--- src/rtl/kcs_pkg.sv ---
// Package for the keypad clock-setting controller.
// Holds key codes, set kinds, the display width, the pipeline snapshot type
// and the small BCD helper. No dependencies.
`timescale 1ns / 1ps

package kcs_pkg;

    // Number of BCD digits driven on the display word (6 to 8)
    localparam int DISPLAY_DIGITS = 8;
    // Decimal digits held by the entry accumulator
    localparam int ENTRY_DIGITS   = 9;
    localparam int ENTRY_W        = 30;

    localparam logic [15:0] DEBOUNCE_RESET = 16'd50;

    // Keypad codes (column*4 + row) of the non-digit keys and of digit zero
    localparam logic [3:0] KEY_SET_HOURS   = 4'd3;
    localparam logic [3:0] KEY_SET_MINUTES = 4'd7;
    localparam logic [3:0] KEY_SET_SECONDS = 4'd11;
    localparam logic [3:0] KEY_PROG_ENTER  = 4'd12;
    localparam logic [3:0] KEY_ZERO        = 4'd13;
    localparam logic [3:0] KEY_PROG_LEAVE  = 4'd14;
    localparam logic [3:0] KEY_CLEAR       = 4'd15;

    typedef enum logic [1:0] {
        SET_NONE    = 2'd0,
        SET_HOURS   = 2'd1,
        SET_MINUTES = 2'd2,
        SET_SECONDS = 2'd3
    } t_set_kind;

    // State after one item, handed from the update stage to the output stage
    typedef struct packed {
        logic [ENTRY_DIGITS-1:0][3:0] entry_bcd;
        logic                         prog_mode;
        logic [4:0]                   hours;
        logic [5:0]                   minutes;
        logic [5:0]                   seconds;
        t_set_kind                    set_kind;
        logic [5:0]                   set_value;
        logic                         key_accepted;
    } t_kcs_snap;

    // Two BCD digits of a 6-bit value; tens by reciprocal multiply (exact below 1029)
    function automatic logic [7:0] bin6_to_bcd(input logic [5:0] v);
        logic [13:0] prod;
        logic [2:0]  tens;
        logic [5:0]  ones;
        prod = 14'(v) * 14'd205;
        tens = prod[13:11];
        ones = v - 6'(tens) * 6'd10;
        return {1'b0, tens, ones[3:0]};
    endfunction

endpackage

--- src/rtl/kcs_in_if.sv ---
// Input channel of the keypad clock-setting controller: time samples and key items.
// Stand-alone; no package needed.
`timescale 1ns / 1ps

interface kcs_in_if;
    logic        valid;
    logic        ready;
    logic        command;
    logic [4:0]  hours_in;
    logic [5:0]  minutes_in;
    logic [5:0]  seconds_in;
    logic [3:0]  key_code;
    logic [31:0] tick_ms;

    modport source (output valid, command, hours_in, minutes_in, seconds_in, key_code,
                    tick_ms, input ready);
    modport sink   (input valid, command, hours_in, minutes_in, seconds_in, key_code,
                    tick_ms, output ready);
endinterface

--- src/rtl/kcs_out_if.sv ---
// Result channel of the keypad clock-setting controller: display word and status.
// Stand-alone; no package needed.
`timescale 1ns / 1ps

interface kcs_out_if;
    logic        valid;
    logic        ready;
    logic [31:0] display_bcd;
    logic [29:0] entry_value;
    logic        program_mode_out;
    logic [1:0]  set_kind;
    logic [5:0]  set_value;
    logic        key_accepted;

    modport source (output valid, display_bcd, entry_value, program_mode_out, set_kind,
                    set_value, key_accepted, input ready);
    modport sink   (input valid, display_bcd, entry_value, program_mode_out, set_kind,
                    set_value, key_accepted, output ready);
endinterface

--- src/rtl/kcs_core.sv ---
// Update stage: debounce, key decode, BCD entry accumulator and held time.
// Depends on kcs_pkg and kcs_in_if.
`timescale 1ns / 1ps

module kcs_core import kcs_pkg::*; (
    input  logic        i_clk,
    input  logic        i_rst_n,
    input  logic        i_cfg_we,
    input  logic [15:0] i_cfg_wdata,
    kcs_in_if.sink      i_key_ch,
    input  logic        i_snap_ready,
    output logic        o_snap_valid,
    output t_kcs_snap   o_snap
);

    logic [15:0]                  r_debounce;
    logic [ENTRY_DIGITS-1:0][3:0] r_entry, n_entry;
    logic                         r_mode, n_mode;
    logic [31:0]                  r_last_tick, n_last_tick;
    logic [4:0]                   r_hours, n_hours;
    logic [5:0]                   r_minutes, n_minutes;
    logic [5:0]                   r_seconds, n_seconds;
    t_set_kind                    r_kind, n_kind;
    logic [5:0]                   r_sval, n_sval;
    logic                         r_acc, n_acc;
    logic                         r_valid;

    logic        in_fire;
    logic        deb_ok;
    logic [31:0] tick_gap;
    logic [1:0]  key_col, key_row;
    logic        is_digit;
    logic [3:0]  digit;
    logic        upper_zero, le23, le59;
    logic [5:0]  entry_low;

    // Take an item whenever the snapshot is empty or moving on
    assign i_key_ch.ready = !r_valid || i_snap_ready;
    assign in_fire        = i_key_ch.valid && i_key_ch.ready;

    // Debounce on the wrapping distance since the last accepted key
    assign tick_gap = i_key_ch.tick_ms - r_last_tick;
    assign deb_ok   = tick_gap >= {16'd0, r_debounce};

    // Decode digit keys: columns 0..2 rows 0..2, plus zero in column 3
    assign key_col  = i_key_ch.key_code[3:2];
    assign key_row  = i_key_ch.key_code[1:0];
    assign is_digit = (key_col != 2'd3 && key_row != 2'd3) || i_key_ch.key_code == KEY_ZERO;
    assign digit    = (i_key_ch.key_code == KEY_ZERO) ? 4'd0
                    : 4'(key_col) * 4'd3 + 4'(key_row) + 4'd1;

    // Range checks on the BCD entry
    assign upper_zero = (r_entry[ENTRY_DIGITS-1:2] == '0);
    assign le23 = upper_zero && (r_entry[1] < 4'd2 || (r_entry[1] == 4'd2 && r_entry[0] <= 4'd3));
    assign le59 = upper_zero && (r_entry[1] <= 4'd5);
    assign entry_low = 6'(r_entry[1]) * 6'd10 + 6'(r_entry[0]);

    // Work out the state after the presented item
    always_comb begin
        n_entry     = r_entry;
        n_mode      = r_mode;
        n_last_tick = r_last_tick;
        n_hours     = r_hours;
        n_minutes   = r_minutes;
        n_seconds   = r_seconds;
        n_kind      = SET_NONE;
        n_sval      = 6'd0;
        n_acc       = 1'b0;
        if (!i_key_ch.command) begin
            n_hours   = i_key_ch.hours_in;
            n_minutes = i_key_ch.minutes_in;
            n_seconds = i_key_ch.seconds_in;
        end else if (deb_ok) begin
            n_acc       = 1'b1;
            n_last_tick = i_key_ch.tick_ms;
            if (is_digit) begin
                n_entry = {r_entry[ENTRY_DIGITS-2:0], digit};
            end else begin
                case (i_key_ch.key_code)
                    KEY_SET_HOURS: begin
                        if (le23) begin
                            n_kind  = SET_HOURS;
                            n_sval  = entry_low;
                            n_hours = entry_low[4:0];
                            n_entry = '0;
                        end
                    end
                    KEY_SET_MINUTES: begin
                        if (le59) begin
                            n_kind    = SET_MINUTES;
                            n_sval    = entry_low;
                            n_minutes = entry_low;
                            n_entry   = '0;
                        end
                    end
                    KEY_SET_SECONDS: begin
                        if (le59) begin
                            n_kind    = SET_SECONDS;
                            n_sval    = entry_low;
                            n_seconds = entry_low;
                            n_entry   = '0;
                        end
                    end
                    KEY_PROG_ENTER: begin
                        n_mode = 1'b1;
                    end
                    KEY_PROG_LEAVE: begin
                        n_mode  = 1'b0;
                        n_entry = '0;
                    end
                    default: begin
                        n_entry = '0;
                    end
                endcase
            end
        end
    end

    // Hold the state; it doubles as the snapshot of the last item
    always_ff @(posedge i_clk) begin
        if (!i_rst_n) begin
            r_debounce  <= DEBOUNCE_RESET;
            r_entry     <= '0;
            r_mode      <= 1'b0;
            r_last_tick <= '0;
            r_hours     <= '0;
            r_minutes   <= '0;
            r_seconds   <= '0;
            r_valid     <= 1'b0;
        end else begin
            if (i_cfg_we) begin
                r_debounce <= i_cfg_wdata;
            end
            if (in_fire) begin
                r_entry     <= n_entry;
                r_mode      <= n_mode;
                r_last_tick <= n_last_tick;
                r_hours     <= n_hours;
                r_minutes   <= n_minutes;
                r_seconds   <= n_seconds;
                r_valid     <= 1'b1;
            end else if (i_snap_ready) begin
                r_valid <= 1'b0;
            end
        end
    end

    // Per-item flags travel alongside the state
    always_ff @(posedge i_clk) begin
        if (in_fire) begin
            r_kind <= n_kind;
            r_sval <= n_sval;
            r_acc  <= n_acc;
        end
    end

    assign o_snap_valid = r_valid;
    always_comb begin
        o_snap.entry_bcd    = r_entry;
        o_snap.prog_mode    = r_mode;
        o_snap.hours        = r_hours;
        o_snap.minutes      = r_minutes;
        o_snap.seconds      = r_seconds;
        o_snap.set_kind     = r_kind;
        o_snap.set_value    = r_sval;
        o_snap.key_accepted = r_acc;
    end

    // A time sample never touches the entry or the mode
    a_sample_keeps_entry: assert property (@(posedge i_clk) disable iff (!i_rst_n)
        (in_fire && !i_key_ch.command) |=> (r_entry == $past(r_entry) && r_mode == $past(r_mode)))
        else $error("time sample changed entry or mode");

    // A bounced key leaves the whole key state alone
    a_reject_keeps_state: assert property (@(posedge i_clk) disable iff (!i_rst_n)
        (in_fire && i_key_ch.command && !deb_ok)
        |=> (r_entry == $past(r_entry) && r_last_tick == $past(r_last_tick) && !r_acc))
        else $error("rejected key changed state");

    // An accepted key restarts the debounce window at its own stamp
    a_accept_stamps_tick: assert property (@(posedge i_clk) disable iff (!i_rst_n)
        (in_fire && i_key_ch.command && deb_ok) |=> (r_last_tick == $past(i_key_ch.tick_ms)))
        else $error("accepted key did not record its tick");

    // A successful set always leaves an empty entry
    a_set_clears_entry: assert property (@(posedge i_clk) disable iff (!i_rst_n)
        (r_valid && r_kind != SET_NONE) |-> (r_entry == '0))
        else $error("set left entry non-zero");

endmodule

--- src/rtl/kcs_out.sv ---
// Output stage: builds the BCD display word and the binary entry, then registers the item.
// Depends on kcs_pkg and kcs_out_if.
`timescale 1ns / 1ps

module kcs_out import kcs_pkg::*; (
    input  logic        i_clk,
    input  logic        i_rst_n,
    input  logic        i_snap_valid,
    input  t_kcs_snap   i_snap,
    output logic        o_snap_ready,
    kcs_out_if.source   o_disp_ch
);

    logic                  r_valid;
    logic [31:0]           r_display;
    logic [ENTRY_W-1:0]    r_entry_value;
    logic                  r_mode;
    t_set_kind             r_kind;
    logic [5:0]            r_sval;
    logic                  r_acc;

    logic [7:0]            sec_bcd, min_bcd, hr_bcd;
    logic [7:0][3:0]       clock_digits;
    logic [7:0][3:0]       disp_digits;
    logic [9:0]            grp0, grp1, grp2;
    logic [ENTRY_W-1:0]    entry_bin;
    logic                  load;

    assign o_snap_ready = !r_valid || o_disp_ch.ready;
    assign load         = i_snap_valid && o_snap_ready;

    // Clock mode digits: hh0mm0ss with the gaps left at zero
    assign sec_bcd = bin6_to_bcd(i_snap.seconds);
    assign min_bcd = bin6_to_bcd(i_snap.minutes);
    assign hr_bcd  = bin6_to_bcd({1'b0, i_snap.hours});
    assign clock_digits = {hr_bcd, 4'd0, min_bcd, 4'd0, sec_bcd};

    // Select the shown value and drop digits beyond the display width
    always_comb begin
        for (int i = 0; i < 8; i++) begin
            if (i >= DISPLAY_DIGITS) begin
                disp_digits[i] = 4'd0;
            end else if (i_snap.prog_mode) begin
                disp_digits[i] = i_snap.entry_bcd[i];
            end else begin
                disp_digits[i] = clock_digits[i];
            end
        end
    end

    // Entry back to binary, three digits at a time
    assign grp0 = 10'(i_snap.entry_bcd[2]) * 10'd100 + 10'(i_snap.entry_bcd[1]) * 10'd10
                + 10'(i_snap.entry_bcd[0]);
    assign grp1 = 10'(i_snap.entry_bcd[5]) * 10'd100 + 10'(i_snap.entry_bcd[4]) * 10'd10
                + 10'(i_snap.entry_bcd[3]);
    assign grp2 = 10'(i_snap.entry_bcd[8]) * 10'd100 + 10'(i_snap.entry_bcd[7]) * 10'd10
                + 10'(i_snap.entry_bcd[6]);
    assign entry_bin = ENTRY_W'(grp2) * ENTRY_W'(1000000) + ENTRY_W'(grp1) * ENTRY_W'(1000)
                     + ENTRY_W'(grp0);

    // Hold the result until the receiver takes it
    always_ff @(posedge i_clk) begin
        if (!i_rst_n) begin
            r_valid <= 1'b0;
        end else if (load) begin
            r_valid <= 1'b1;
        end else if (o_disp_ch.ready) begin
            r_valid <= 1'b0;
        end
    end

    always_ff @(posedge i_clk) begin
        if (load) begin
            r_display     <= disp_digits;
            r_entry_value <= entry_bin;
            r_mode        <= i_snap.prog_mode;
            r_kind        <= i_snap.set_kind;
            r_sval        <= i_snap.set_value;
            r_acc         <= i_snap.key_accepted;
        end
    end

    assign o_disp_ch.valid            = r_valid;
    assign o_disp_ch.display_bcd      = r_display;
    assign o_disp_ch.entry_value      = r_entry_value;
    assign o_disp_ch.program_mode_out = r_mode;
    assign o_disp_ch.set_kind         = r_kind;
    assign o_disp_ch.set_value        = r_sval;
    assign o_disp_ch.key_accepted     = r_acc;

endmodule

--- src/rtl/keypad_clock_setting_controller.sv ---
// Keypad clock-setting controller, top level.
// Channels: i_key_ch (sink) takes time samples (command 0) and key items
// (command 1) with a millisecond stamp; o_disp_ch (source) gives one result
// item per input item: the BCD display word, the entry, the mode and any
// hours/minutes/seconds set request. i_cfg_we/i_cfg_wdata write debounce_ms.
// An accepted item is registered in the update stage, then in the output stage.
// Throughput: one item per cycle while o_disp_ch.ready is high; the entry is
// kept in BCD so that the state update (debounce compare, digit shift, range
// check) works on BCD digits; conversion back to binary sits in the output stage.
// Reset (synchronous, active low): entry, mode, held time and last key stamp
// clear, debounce returns to 50 ms, both stages empty. Keys stamped below
// debounce_ms after reset are rejected.
// Stall: while o_disp_ch.ready is low the result holds, one more item is taken
// into the update stage, and i_key_ch.ready then drops until the result moves.
// Depends on kcs_pkg, kcs_in_if, kcs_out_if, kcs_core and kcs_out.
`timescale 1ns / 1ps

module keypad_clock_setting_controller import kcs_pkg::*; (
    input  logic        i_clk,
    input  logic        i_rst_n,
    input  logic        i_cfg_we,
    input  logic [15:0] i_cfg_wdata,
    kcs_in_if.sink      i_key_ch,
    kcs_out_if.source   o_disp_ch
);

    logic      snap_valid;
    logic      snap_ready;
    t_kcs_snap snap;

    // Update stage
    kcs_core u_core (
        .i_clk        (i_clk),
        .i_rst_n      (i_rst_n),
        .i_cfg_we     (i_cfg_we),
        .i_cfg_wdata  (i_cfg_wdata),
        .i_key_ch     (i_key_ch),
        .i_snap_ready (snap_ready),
        .o_snap_valid (snap_valid),
        .o_snap       (snap)
    );

    // Output stage
    kcs_out u_out (
        .i_clk        (i_clk),
        .i_rst_n      (i_rst_n),
        .i_snap_valid (snap_valid),
        .i_snap       (snap),
        .o_snap_ready (snap_ready),
        .o_disp_ch    (o_disp_ch)
    );

endmodule

--- src/flat_wrapper.sv ---
// flat-port wrapper written by rule: the top's interface ports become plain ports
module keypad_clock_setting_controller_flat import kcs_pkg::*;
  (i_clk, i_rst_n, i_cfg_we, i_cfg_wdata, i_key_ch_valid, i_key_ch_command, i_key_ch_hours_in, i_key_ch_minutes_in, i_key_ch_seconds_in, i_key_ch_key_code, i_key_ch_tick_ms, i_key_ch_ready, o_disp_ch_valid, o_disp_ch_display_bcd, o_disp_ch_entry_value, o_disp_ch_program_mode_out, o_disp_ch_set_kind, o_disp_ch_set_value, o_disp_ch_key_accepted, o_disp_ch_ready);
  kcs_in_if i_key_ch_i ();
  kcs_out_if o_disp_ch_i ();
  input  logic i_clk;
  input  logic i_rst_n;
  input  logic i_cfg_we;
  input  logic [15:0] i_cfg_wdata;
  input wire logic [$bits(i_key_ch_i.valid)-1:0] i_key_ch_valid;
  input wire logic [$bits(i_key_ch_i.command)-1:0] i_key_ch_command;
  input wire logic [$bits(i_key_ch_i.hours_in)-1:0] i_key_ch_hours_in;
  input wire logic [$bits(i_key_ch_i.minutes_in)-1:0] i_key_ch_minutes_in;
  input wire logic [$bits(i_key_ch_i.seconds_in)-1:0] i_key_ch_seconds_in;
  input wire logic [$bits(i_key_ch_i.key_code)-1:0] i_key_ch_key_code;
  input wire logic [$bits(i_key_ch_i.tick_ms)-1:0] i_key_ch_tick_ms;
  output wire logic [$bits(i_key_ch_i.ready)-1:0] i_key_ch_ready;
  output wire logic [$bits(o_disp_ch_i.valid)-1:0] o_disp_ch_valid;
  output wire logic [$bits(o_disp_ch_i.display_bcd)-1:0] o_disp_ch_display_bcd;
  output wire logic [$bits(o_disp_ch_i.entry_value)-1:0] o_disp_ch_entry_value;
  output wire logic [$bits(o_disp_ch_i.program_mode_out)-1:0] o_disp_ch_program_mode_out;
  output wire logic [$bits(o_disp_ch_i.set_kind)-1:0] o_disp_ch_set_kind;
  output wire logic [$bits(o_disp_ch_i.set_value)-1:0] o_disp_ch_set_value;
  output wire logic [$bits(o_disp_ch_i.key_accepted)-1:0] o_disp_ch_key_accepted;
  input wire logic [$bits(o_disp_ch_i.ready)-1:0] o_disp_ch_ready;
  assign i_key_ch_i.valid = i_key_ch_valid;
  assign i_key_ch_i.command = i_key_ch_command;
  assign i_key_ch_i.hours_in = i_key_ch_hours_in;
  assign i_key_ch_i.minutes_in = i_key_ch_minutes_in;
  assign i_key_ch_i.seconds_in = i_key_ch_seconds_in;
  assign i_key_ch_i.key_code = i_key_ch_key_code;
  assign i_key_ch_i.tick_ms = i_key_ch_tick_ms;
  assign i_key_ch_ready = i_key_ch_i.ready;
  assign o_disp_ch_valid = o_disp_ch_i.valid;
  assign o_disp_ch_display_bcd = o_disp_ch_i.display_bcd;
  assign o_disp_ch_entry_value = o_disp_ch_i.entry_value;
  assign o_disp_ch_program_mode_out = o_disp_ch_i.program_mode_out;
  assign o_disp_ch_set_kind = o_disp_ch_i.set_kind;
  assign o_disp_ch_set_value = o_disp_ch_i.set_value;
  assign o_disp_ch_key_accepted = o_disp_ch_i.key_accepted;
  assign o_disp_ch_i.ready = o_disp_ch_ready;
  keypad_clock_setting_controller u_core (.i_clk(i_clk), .i_rst_n(i_rst_n), .i_cfg_we(i_cfg_we), .i_cfg_wdata(i_cfg_wdata), .i_key_ch(i_key_ch_i), .o_disp_ch(o_disp_ch_i));
endmodule
--- config.mk ---
export PLATFORM = sky130hd
export DESIGN_NAME = keypad_clock_setting_controller_flat
export DESIGN_NICKNAME = d
export VERILOG_FILES = /design/src/rtl/kcs_pkg.sv /design/src/rtl/kcs_in_if.sv /design/src/rtl/kcs_out_if.sv /design/src/rtl/kcs_core.sv /design/src/rtl/kcs_out.sv /design/src/rtl/keypad_clock_setting_controller.sv /design/src/flat_wrapper.sv
export SDC_FILE = /design/constraint.sdc
export NUM_CORES = 1
export LEC_CHECK = 0
export ABC_CLOCK_PERIOD_IN_PS = 7280
export BUFFER_PORTS_ARGS = -buffer_cell sky130_fd_sc_hd__buf_4
export CAP_MARGIN = 20
export CORE_MARGIN = 2
export CORE_UTILIZATION = 55
export DETAILED_ROUTE_END_ITERATION = 12
export PLACE_DENSITY_LB_ADDON = 0.05
export SKIP_CTS_REPAIR_TIMING = 1
export SLEW_MARGIN = 20
export SYNTH_ARGS = -nofsm -noshare
export SYNTH_HDL_FRONTEND = slang
export SYNTH_SLANG_ARGS = --single-unit
--- constraint.sdc ---
create_clock -name i_clk -period 7.28 [get_ports i_clk]
set_input_delay 0.728 -clock i_clk [delete_from_list [all_inputs] [get_ports i_clk]]
set_output_delay 0.728 -clock i_clk [all_outputs]
set_load 0.02 [all_outputs]
==> qor.txt, run 1 <==
Fin Clk Skew: 16.27 ps
Dominant synthesized flop cell: dfxtp_1
Worst Max-Slew Pin Slew: 952.9 ps
CP startpoint: u_core.u_core.o_snap[44]$_SDFFE_PN0P_
Vias in the first global route: 14,425
Final min period: 7226 ps
Max-slew violations: 0
WHS: 428.0 ps
Number of synthesized flops with an enable pin: 81
NetSw: 822.5 uW
Crit path max fanout: 5
# rows: 66
Number of H-tree levels: 4
Placer Congestion: 0.9272
Yosys warning total: 0
P_int: 1.806 mW
Drt total wl: 42,340 um
Critical path class: register to register
Initial antenna violation count: 0
Pre-CTS setup slack: -346.3 ps
Mapped Area: 18,400 um2
Library cells used by synthesis: 88
Total track usage: 24.33%
I/O pin count: 149
P_leak: 10.87 nW
# clock sinks: 185
Die Wd: 186.9 um
P per Cell Area: 120.7 nW/um2
RR Endpoint: u_core.u_out.o_disp_ch.entry_value[27]$_DFFE_PP_
Crit path largest cell delay: 580 ps
Busiest layer in global routing: met2
Met1 Use GR: 32.39%
Initial Util: 56.13%
CTS root buffer: clkbuf_16
Maximum buffer depth of the clock tree: 2
Hold Fails Final Rpt: 0
GRT met2 Usage: 41.69%
Slowest cell on the critical path: fa_2
DRT antenna net count: 0
Core Region: 32,780 um2
Clock slew at reported path FFs: 80 ps
R2R Path Start: u_core.u_core.o_snap[44]$_SDFFE_PN0P_
Post-DR wirelength/cell: 16.09 um
Vias after detailed routing: 14,368
Fin nets: 2,680
Fill cells: 2,748
GRT overflow: 0
Syn nets: 2,464
Fmax achieved: 0.1384 GHz
Worst vdd ir: 0.1583 mV
Max-slew headroom: 36.48%
Post-synthesis sequential area ratio: 24.53%
Critical path capture point type: register
DIE AREA: 34,940 um2
Status: finished clean
Synth async-reset ratio: 0%
Top cells by area, synth: ha_1 23%, edfxtp_1 13%, dfxtp_1 11%
HPWL after detailed placement: 33,280 um
Top cell by count, worst path: fa_1
Layout Area Growth over Synthesis: 18.35%
Seq cells post-synth: 185
Final setup fails: 0
M3 GR Usage: 3.902%
Drt initial violations: 652
Num CTS Buffers: 17
Synth top area share: 23.12%
Register-to-register setup slack: 50 ps
Critical Path Start Type: register
CTS tree: yes
Critical Path RT: 7490 ps
Final core occ: 66.43%
Area after DPL: 20,440 um2
Synthesized area per cell: 9.389 um2
HP Class: register to register
Share of layout cells above drive strength 1: 18.87%
Worst-Skew Late Latency: 470 ps
Synth area leader: ha_1
Die Ht: 186.9 um
Mapped Cells: 1,960
Reg2Reg Depth: 32
Max-cap violations: 0
Final worst slack: 53.79 ps
DRC Markers: 0
Switching part of the total: 31.29%
Finished Cell Area: 21,780 um2
DR pass1 iterations: 5
Clock share of power: 35.9%
WP data arrival: 7430 ps
Comb pwr share: 20.4%
Largest net degree at the start of global routing: 67
First-pass GRT wire length: 69,850 um
RSZ-0062 raised after global routing: true
Vias/cell: 5.459
Fin crit share: 99.26%
Sequential share of power: 43.7%
CP Capture Point: u_core.u_out.o_disp_ch.entry_value[27]$_DFFE_PP_
Buffers on Ports: 148
[state kept, by name, summed over array words and instances (netlist names), 2 cells and up]
name / count
u_core.u_core.o_snap: 36
u_core.u_core.r_last_tick: 32
u_core.u_out.o_disp_ch.display_bcd: 32
u_core.u_out.o_disp_ch.entry_value: 30
u_core.u_core.r_debounce: 16
u_core.u_core.r_minutes: 6
u_core.u_core.r_seconds: 6
u_core.u_core.r_sval: 6
u_core.u_out.o_disp_ch.set_value: 6
u_core.u_core.r_hours: 5
u_core.u_core.r_kind: 2
u_core.u_out.o_disp_ch.set_kind: 2
[cell usage after synthesis, drive strengths merged, types with 11 or more instances]
| library cell | count |
|---|---|
| nor3 | 15 |
| clkbuf | 23 |
| o21a | 11 |
| o211ai | 19 |
| nand4 | 22 |
| o21bai | 19 |
| a22o | 32 |
| nor2b | 19 |
| edfxtp | 81 |
| inv | 296 |
| ha | 340 |
| buf | 21 |
| nand3 | 17 |
| fa | 89 |
| a21oi | 102 |
| and2 | 17 |
| xnor2 | 100 |
| xor2 | 28 |
| a21o | 41 |
| dfxtp | 104 |
| mux2i | 72 |
| o21ai | 86 |
| nor2 | 91 |
| nand2 | 186 |
[cells in the final DEF (no fill, tap or decap), drive strengths merged, types with 41 or more instances in the layout]
cell and n:
ha 340, inv 302, buf 241, nand2 186, dfxtp 104, a21oi 102
xnor2 100, nor2 91, fa 89, o21ai 86, edfxtp 81, mux2i 72
a21o 41
[cell type report]
class	count	area, um2	share of cell area, %
multi-input combinational	1434	13160	60.44
sequential	185	4522	20.76
timing repair buffer	241	1832	8.410
inverter	297	1120	5.142
tap	442	553.0	2.539
clock buffer	18	429.2	1.970
clock inverter	14	157.7	0.7238
antenna	1	2.502	0.01149
[per-stage QoR]
stage / power (mW) / TNS [ps] / std cells
finish: 2.629 / 0 / 2632
global route: 2.760 / -1466 / 2631
CTS: 2.655 / -3605 / 2614
detailed placement: 1.707 / -2706 / 2582
global placement: 1.695 / -1250 / 2582
floorplan: 1.548 / -2.178 / 1960
[layer usage]
layer	vias up	wire length, um
met3	51	1264
met4	0	653
met1	6903	19590
met5	-	0
met2	242	20830
li1	7172	-
[power groups by stage]
stage                     clock, mW  sequential [mW]  combinational, mW
after floorplan                   0             1.19              0.358
after global placement            0             1.17              0.523
after detailed placement          0             1.17              0.534
after CTS                     0.968             1.15              0.538
after global routing           1.00             1.15              0.605
final                         0.943             1.15              0.536
[critical path: cells and delay by family (launching register included)]
| family | cells | cell delay, ps |
|---|---|---|
| adder cells (fa/ha/maj) | 10 | 4130 |
| AO/OA/AOI/OAI | 8 | 1380 |
| buffers and inverters | 11 | 930 |
| flip-flops | 1 | 350 |
| AND/OR/NAND/NOR | 2 | 120 |
| XOR/XNOR | 1 | 70 |
[cell families after synthesis]
logic type               share of synthesized area (%)
adder cells (fa/ha/maj)                          32.80
AND/OR/NAND/NOR                                  10.38
AO/OA/AOI/OAI                                    14.22
buffers and inverters                            7.336
flip-flops                                       24.53
XOR/XNOR                                         6.214
multiplexers                                     4.528
[how the worst min path moves through the flow]
stage	start	endpoint	depth (start not counted)
floorplan	u_core.u_core.r_acc$_SDFFCE_PN0P_	u_core.u_out.o_disp_ch.key_accepted$_DFFE_PP_	0
finish	u_core.u_core.r_sval[3]$_SDFFCE_PP0P_	u_core.u_out.o_disp_ch.set_value[3]$_DFFE_PP_	0
global placement	u_core.u_core.r_sval[3]$_SDFFCE_PP0P_	u_core.u_out.o_disp_ch.set_value[3]$_DFFE_PP_	0
CTS	u_core.u_core.r_sval[3]$_SDFFCE_PP0P_	u_core.u_out.o_disp_ch.set_value[3]$_DFFE_PP_	0
global route	u_core.u_core.r_sval[1]$_SDFFCE_PP0P_	u_core.u_out.o_disp_ch.set_value[1]$_DFFE_PP_	0
detailed placement	u_core.u_core.r_sval[2]$_SDFFCE_PP0P_	u_core.u_out.o_disp_ch.set_value[2]$_DFFE_PP_	0
Power figures use the tool's default switching activity.
==> run 2, diff against run 1 <==
Settings changed: REMOVE_ABC_BUFFERS set to 1.
==> qor.txt, run 2 (synthesis gave the netlist of run 1 again) <==
# rows: 66 (unchanged)
Status: finished clean
Final worst slack: 131.2 ps (+77.37 ps)
Vias/cell: 5.416 (-0.78%)
DRT antenna net count: 0 (unchanged)
Pre-CTS setup slack: -379.6 ps (-33.25 ps)
P_int: 1.840 mW (+1.9%)
Initial Util: 56.13% (unchanged)
Vias in the first global route: 14,206 (-1.5%)
Fmax achieved: 0.1399 GHz (+1.1%)
Maximum buffer depth of the clock tree: 2 (unchanged)
Commonest cells after routing, fill and taps aside: 317 x ha_1, 282 x inv_1, 227 x buf_4
Num CTS Buffers: 17 (unchanged)
Die Wd: 186.9 um (unchanged)
Slowest cell on the critical path: fa_1
Final min period: 7149 ps (-77.37 ps)
Critical Path RT: 7490 ps (about the same)
Max-slew headroom: 27.44% (-9.0 points)
Setup tns final: 0 ps (unchanged)
Layout Area Growth over Synthesis: 17.55%
DRC Markers: 0 (unchanged)
Sequential share of power: 43.4% (-0.3 points)
First-pass GRT wire length: 67,430 um (-3.5%)
Fin Clk Skew: 12.79 ps (-3.480 ps)
Total track usage: 23.34% (-0.99 points)
Final setup fails: 0 (unchanged)
Post-DR wirelength/cell: 15.42 um (-4.2%)
Fin nets: 2,669 (-0.41%)
Initial antenna violation count: 0 (unchanged)
Critical path class: register to register
Worst Max-Slew Pin Slew: 1088 ps (+135.5 ps)
Max-cap violations: 0 (unchanged)
Commonest non-fill, non-tap cell in the layout: ha_1
Worst vdd ir: 0.1481 mV (-6.5%)
Hold Fails Final Rpt: 0 (unchanged)
CTS root buffer: clkbuf_16
Largest net degree at the start of global routing: 106 (+58%)
Crit path largest cell delay: 590 ps (about the same)
Finished Cell Area: 21,630 um2 (-0.68%)
Top cell by count, worst path: ha_4
HP Class: register to register
Clock share of power: 36.2% (+0.3 points)
DP Cell Count: 2,577 (-0.19%)
P per Cell Area: 122.3 nW/um2 (+1.4%)
Diode count: 0 (-1)
Share of layout cells above drive strength 1: 18.37% (-0.50 points)
Power Total: 2.647 mW (+0.67%)
Worst-Skew Late Latency: 460 ps (about the same)
Placer Congestion: 0.8971 (-3.2%)
# clock sinks: 185 (unchanged)
I/O pin count: 149 (unchanged)
DR pass1 iterations: 5 (unchanged)
Largest register FFs: 36 (unchanged)
Comb pwr share: 20.4% (about the same)
Number of H-tree levels: 4 (unchanged)
Post-route insts no fill: 2,620 (-0.46%)
Drt initial violations: 670 (+2.8%)
WP data arrival: 7360 ps (-70 ps)
Max-slew violations: 0 (unchanged)
Die Ht: 186.9 um (unchanged)
RSZ-0062 raised after global routing: true
Critical path capture point type: register
Drt total wl: 40,400 um (-4.6%)
Fin crit share: 98.20% (-1.1 points)
P_leak: 10.82 nW (-0.39%)
CTS tree: yes
Switching part of the total: 30.46% (-0.83 points)
GRT overflow: 0 (unchanged)
DIE AREA: 34,940 um2 (unchanged)
Crit path max fanout: 3 (-2)
Buffers on Ports: 148 (unchanged)
Clock slew at reported path FFs: 80 ps (about the same)
Core Region: 32,780 um2 (unchanged)
HPWL after detailed placement: 32,240 um (-3.1%)
Critical Path Start Type: register
Vias after detailed routing: 14,191 (-1.2%)
Area after DPL: 20,380 um2 (-0.28%)
NetSw: 806.1 uW (-2.0%)
[run 2: path summary, 6_finish.rpt]
kind / from / end / slack (ps) / depth (start not counted)
max: u_core.u_core.o_snap[46]$_SDFFE_PN0P_ / u_core.u_out.o_disp_ch.entry_value[23]$_DFFE_PP_ / 130 / 30
min: u_core.u_core.r_sval[4]$_SDFFCE_PP0P_ / u_core.u_out.o_disp_ch.set_value[4]$_DFFE_PP_ / 420 / 0
max reg2reg: u_core.u_core.o_snap[46]$_SDFFE_PN0P_ / u_core.u_out.o_disp_ch.entry_value[23]$_DFFE_PP_ / 130 / 30
min reg2reg: u_core.u_core.r_sval[4]$_SDFFCE_PP0P_ / u_core.u_out.o_disp_ch.set_value[4]$_DFFE_PP_ / 420 / 0
[run 2: stage by stage]
| step | hold slack (ps) | util, % |
|---|---|---|
| finish | 422.9 | 65.98 |
| global route | 435.1 | 65.98 |
| detailed placement | 413.5 | 62.18 |
| CTS | 427.7 | 64.01 |
| global placement | 404.4 | 62.18 |
| floorplan | 400.3 | - |
[run 2: area by class of cell]
| cell class | count | area, um2 |
|---|---|---|
| multi-input cells | 1434 | 13100 |
| repair buffers | 230 | 1738 |
| inverters | 297 | 1120 |
| fillers | 2767 | 11150 |
| well taps | 442 | 553.0 |
| flip-flops and latches | 185 | 4522 |
| clock buffers | 17 | 425.4 |
| clock inverters | 15 | 175.2 |
[run 2: worst max-delay path: cells and delay by family (launching register included)]
| family | cells | cell delay, ps |
|---|---|---|
| xor+xnor | 3 | 590 |
| fa+ha+maj | 12 | 4100 |
| simple gates | 1 | 50 |
| compound gates | 9 | 1310 |
| buf+inv | 5 | 490 |
| flops | 1 | 340 |
[run 2: power by group through the flow]
stage,logic (mW),registers [mW],clock network (mW)
floorplan,0.339,1.19,0
global placement,0.521,1.17,0
detailed placement,0.534,1.17,0
CTS,0.539,1.15,0.977
global route,0.604,1.15,1.02
finish,0.540,1.15,0.959
[run 2: per-layer routing]
layer	vias to the layer above	global-route usage, %	share of wire, %
met5	-	0	0
met4	0	6.349	2.0
met3	53	3.321	3.1
met2	221	40.15	49
met1	6767	30.71	46
li1	7150	-	-
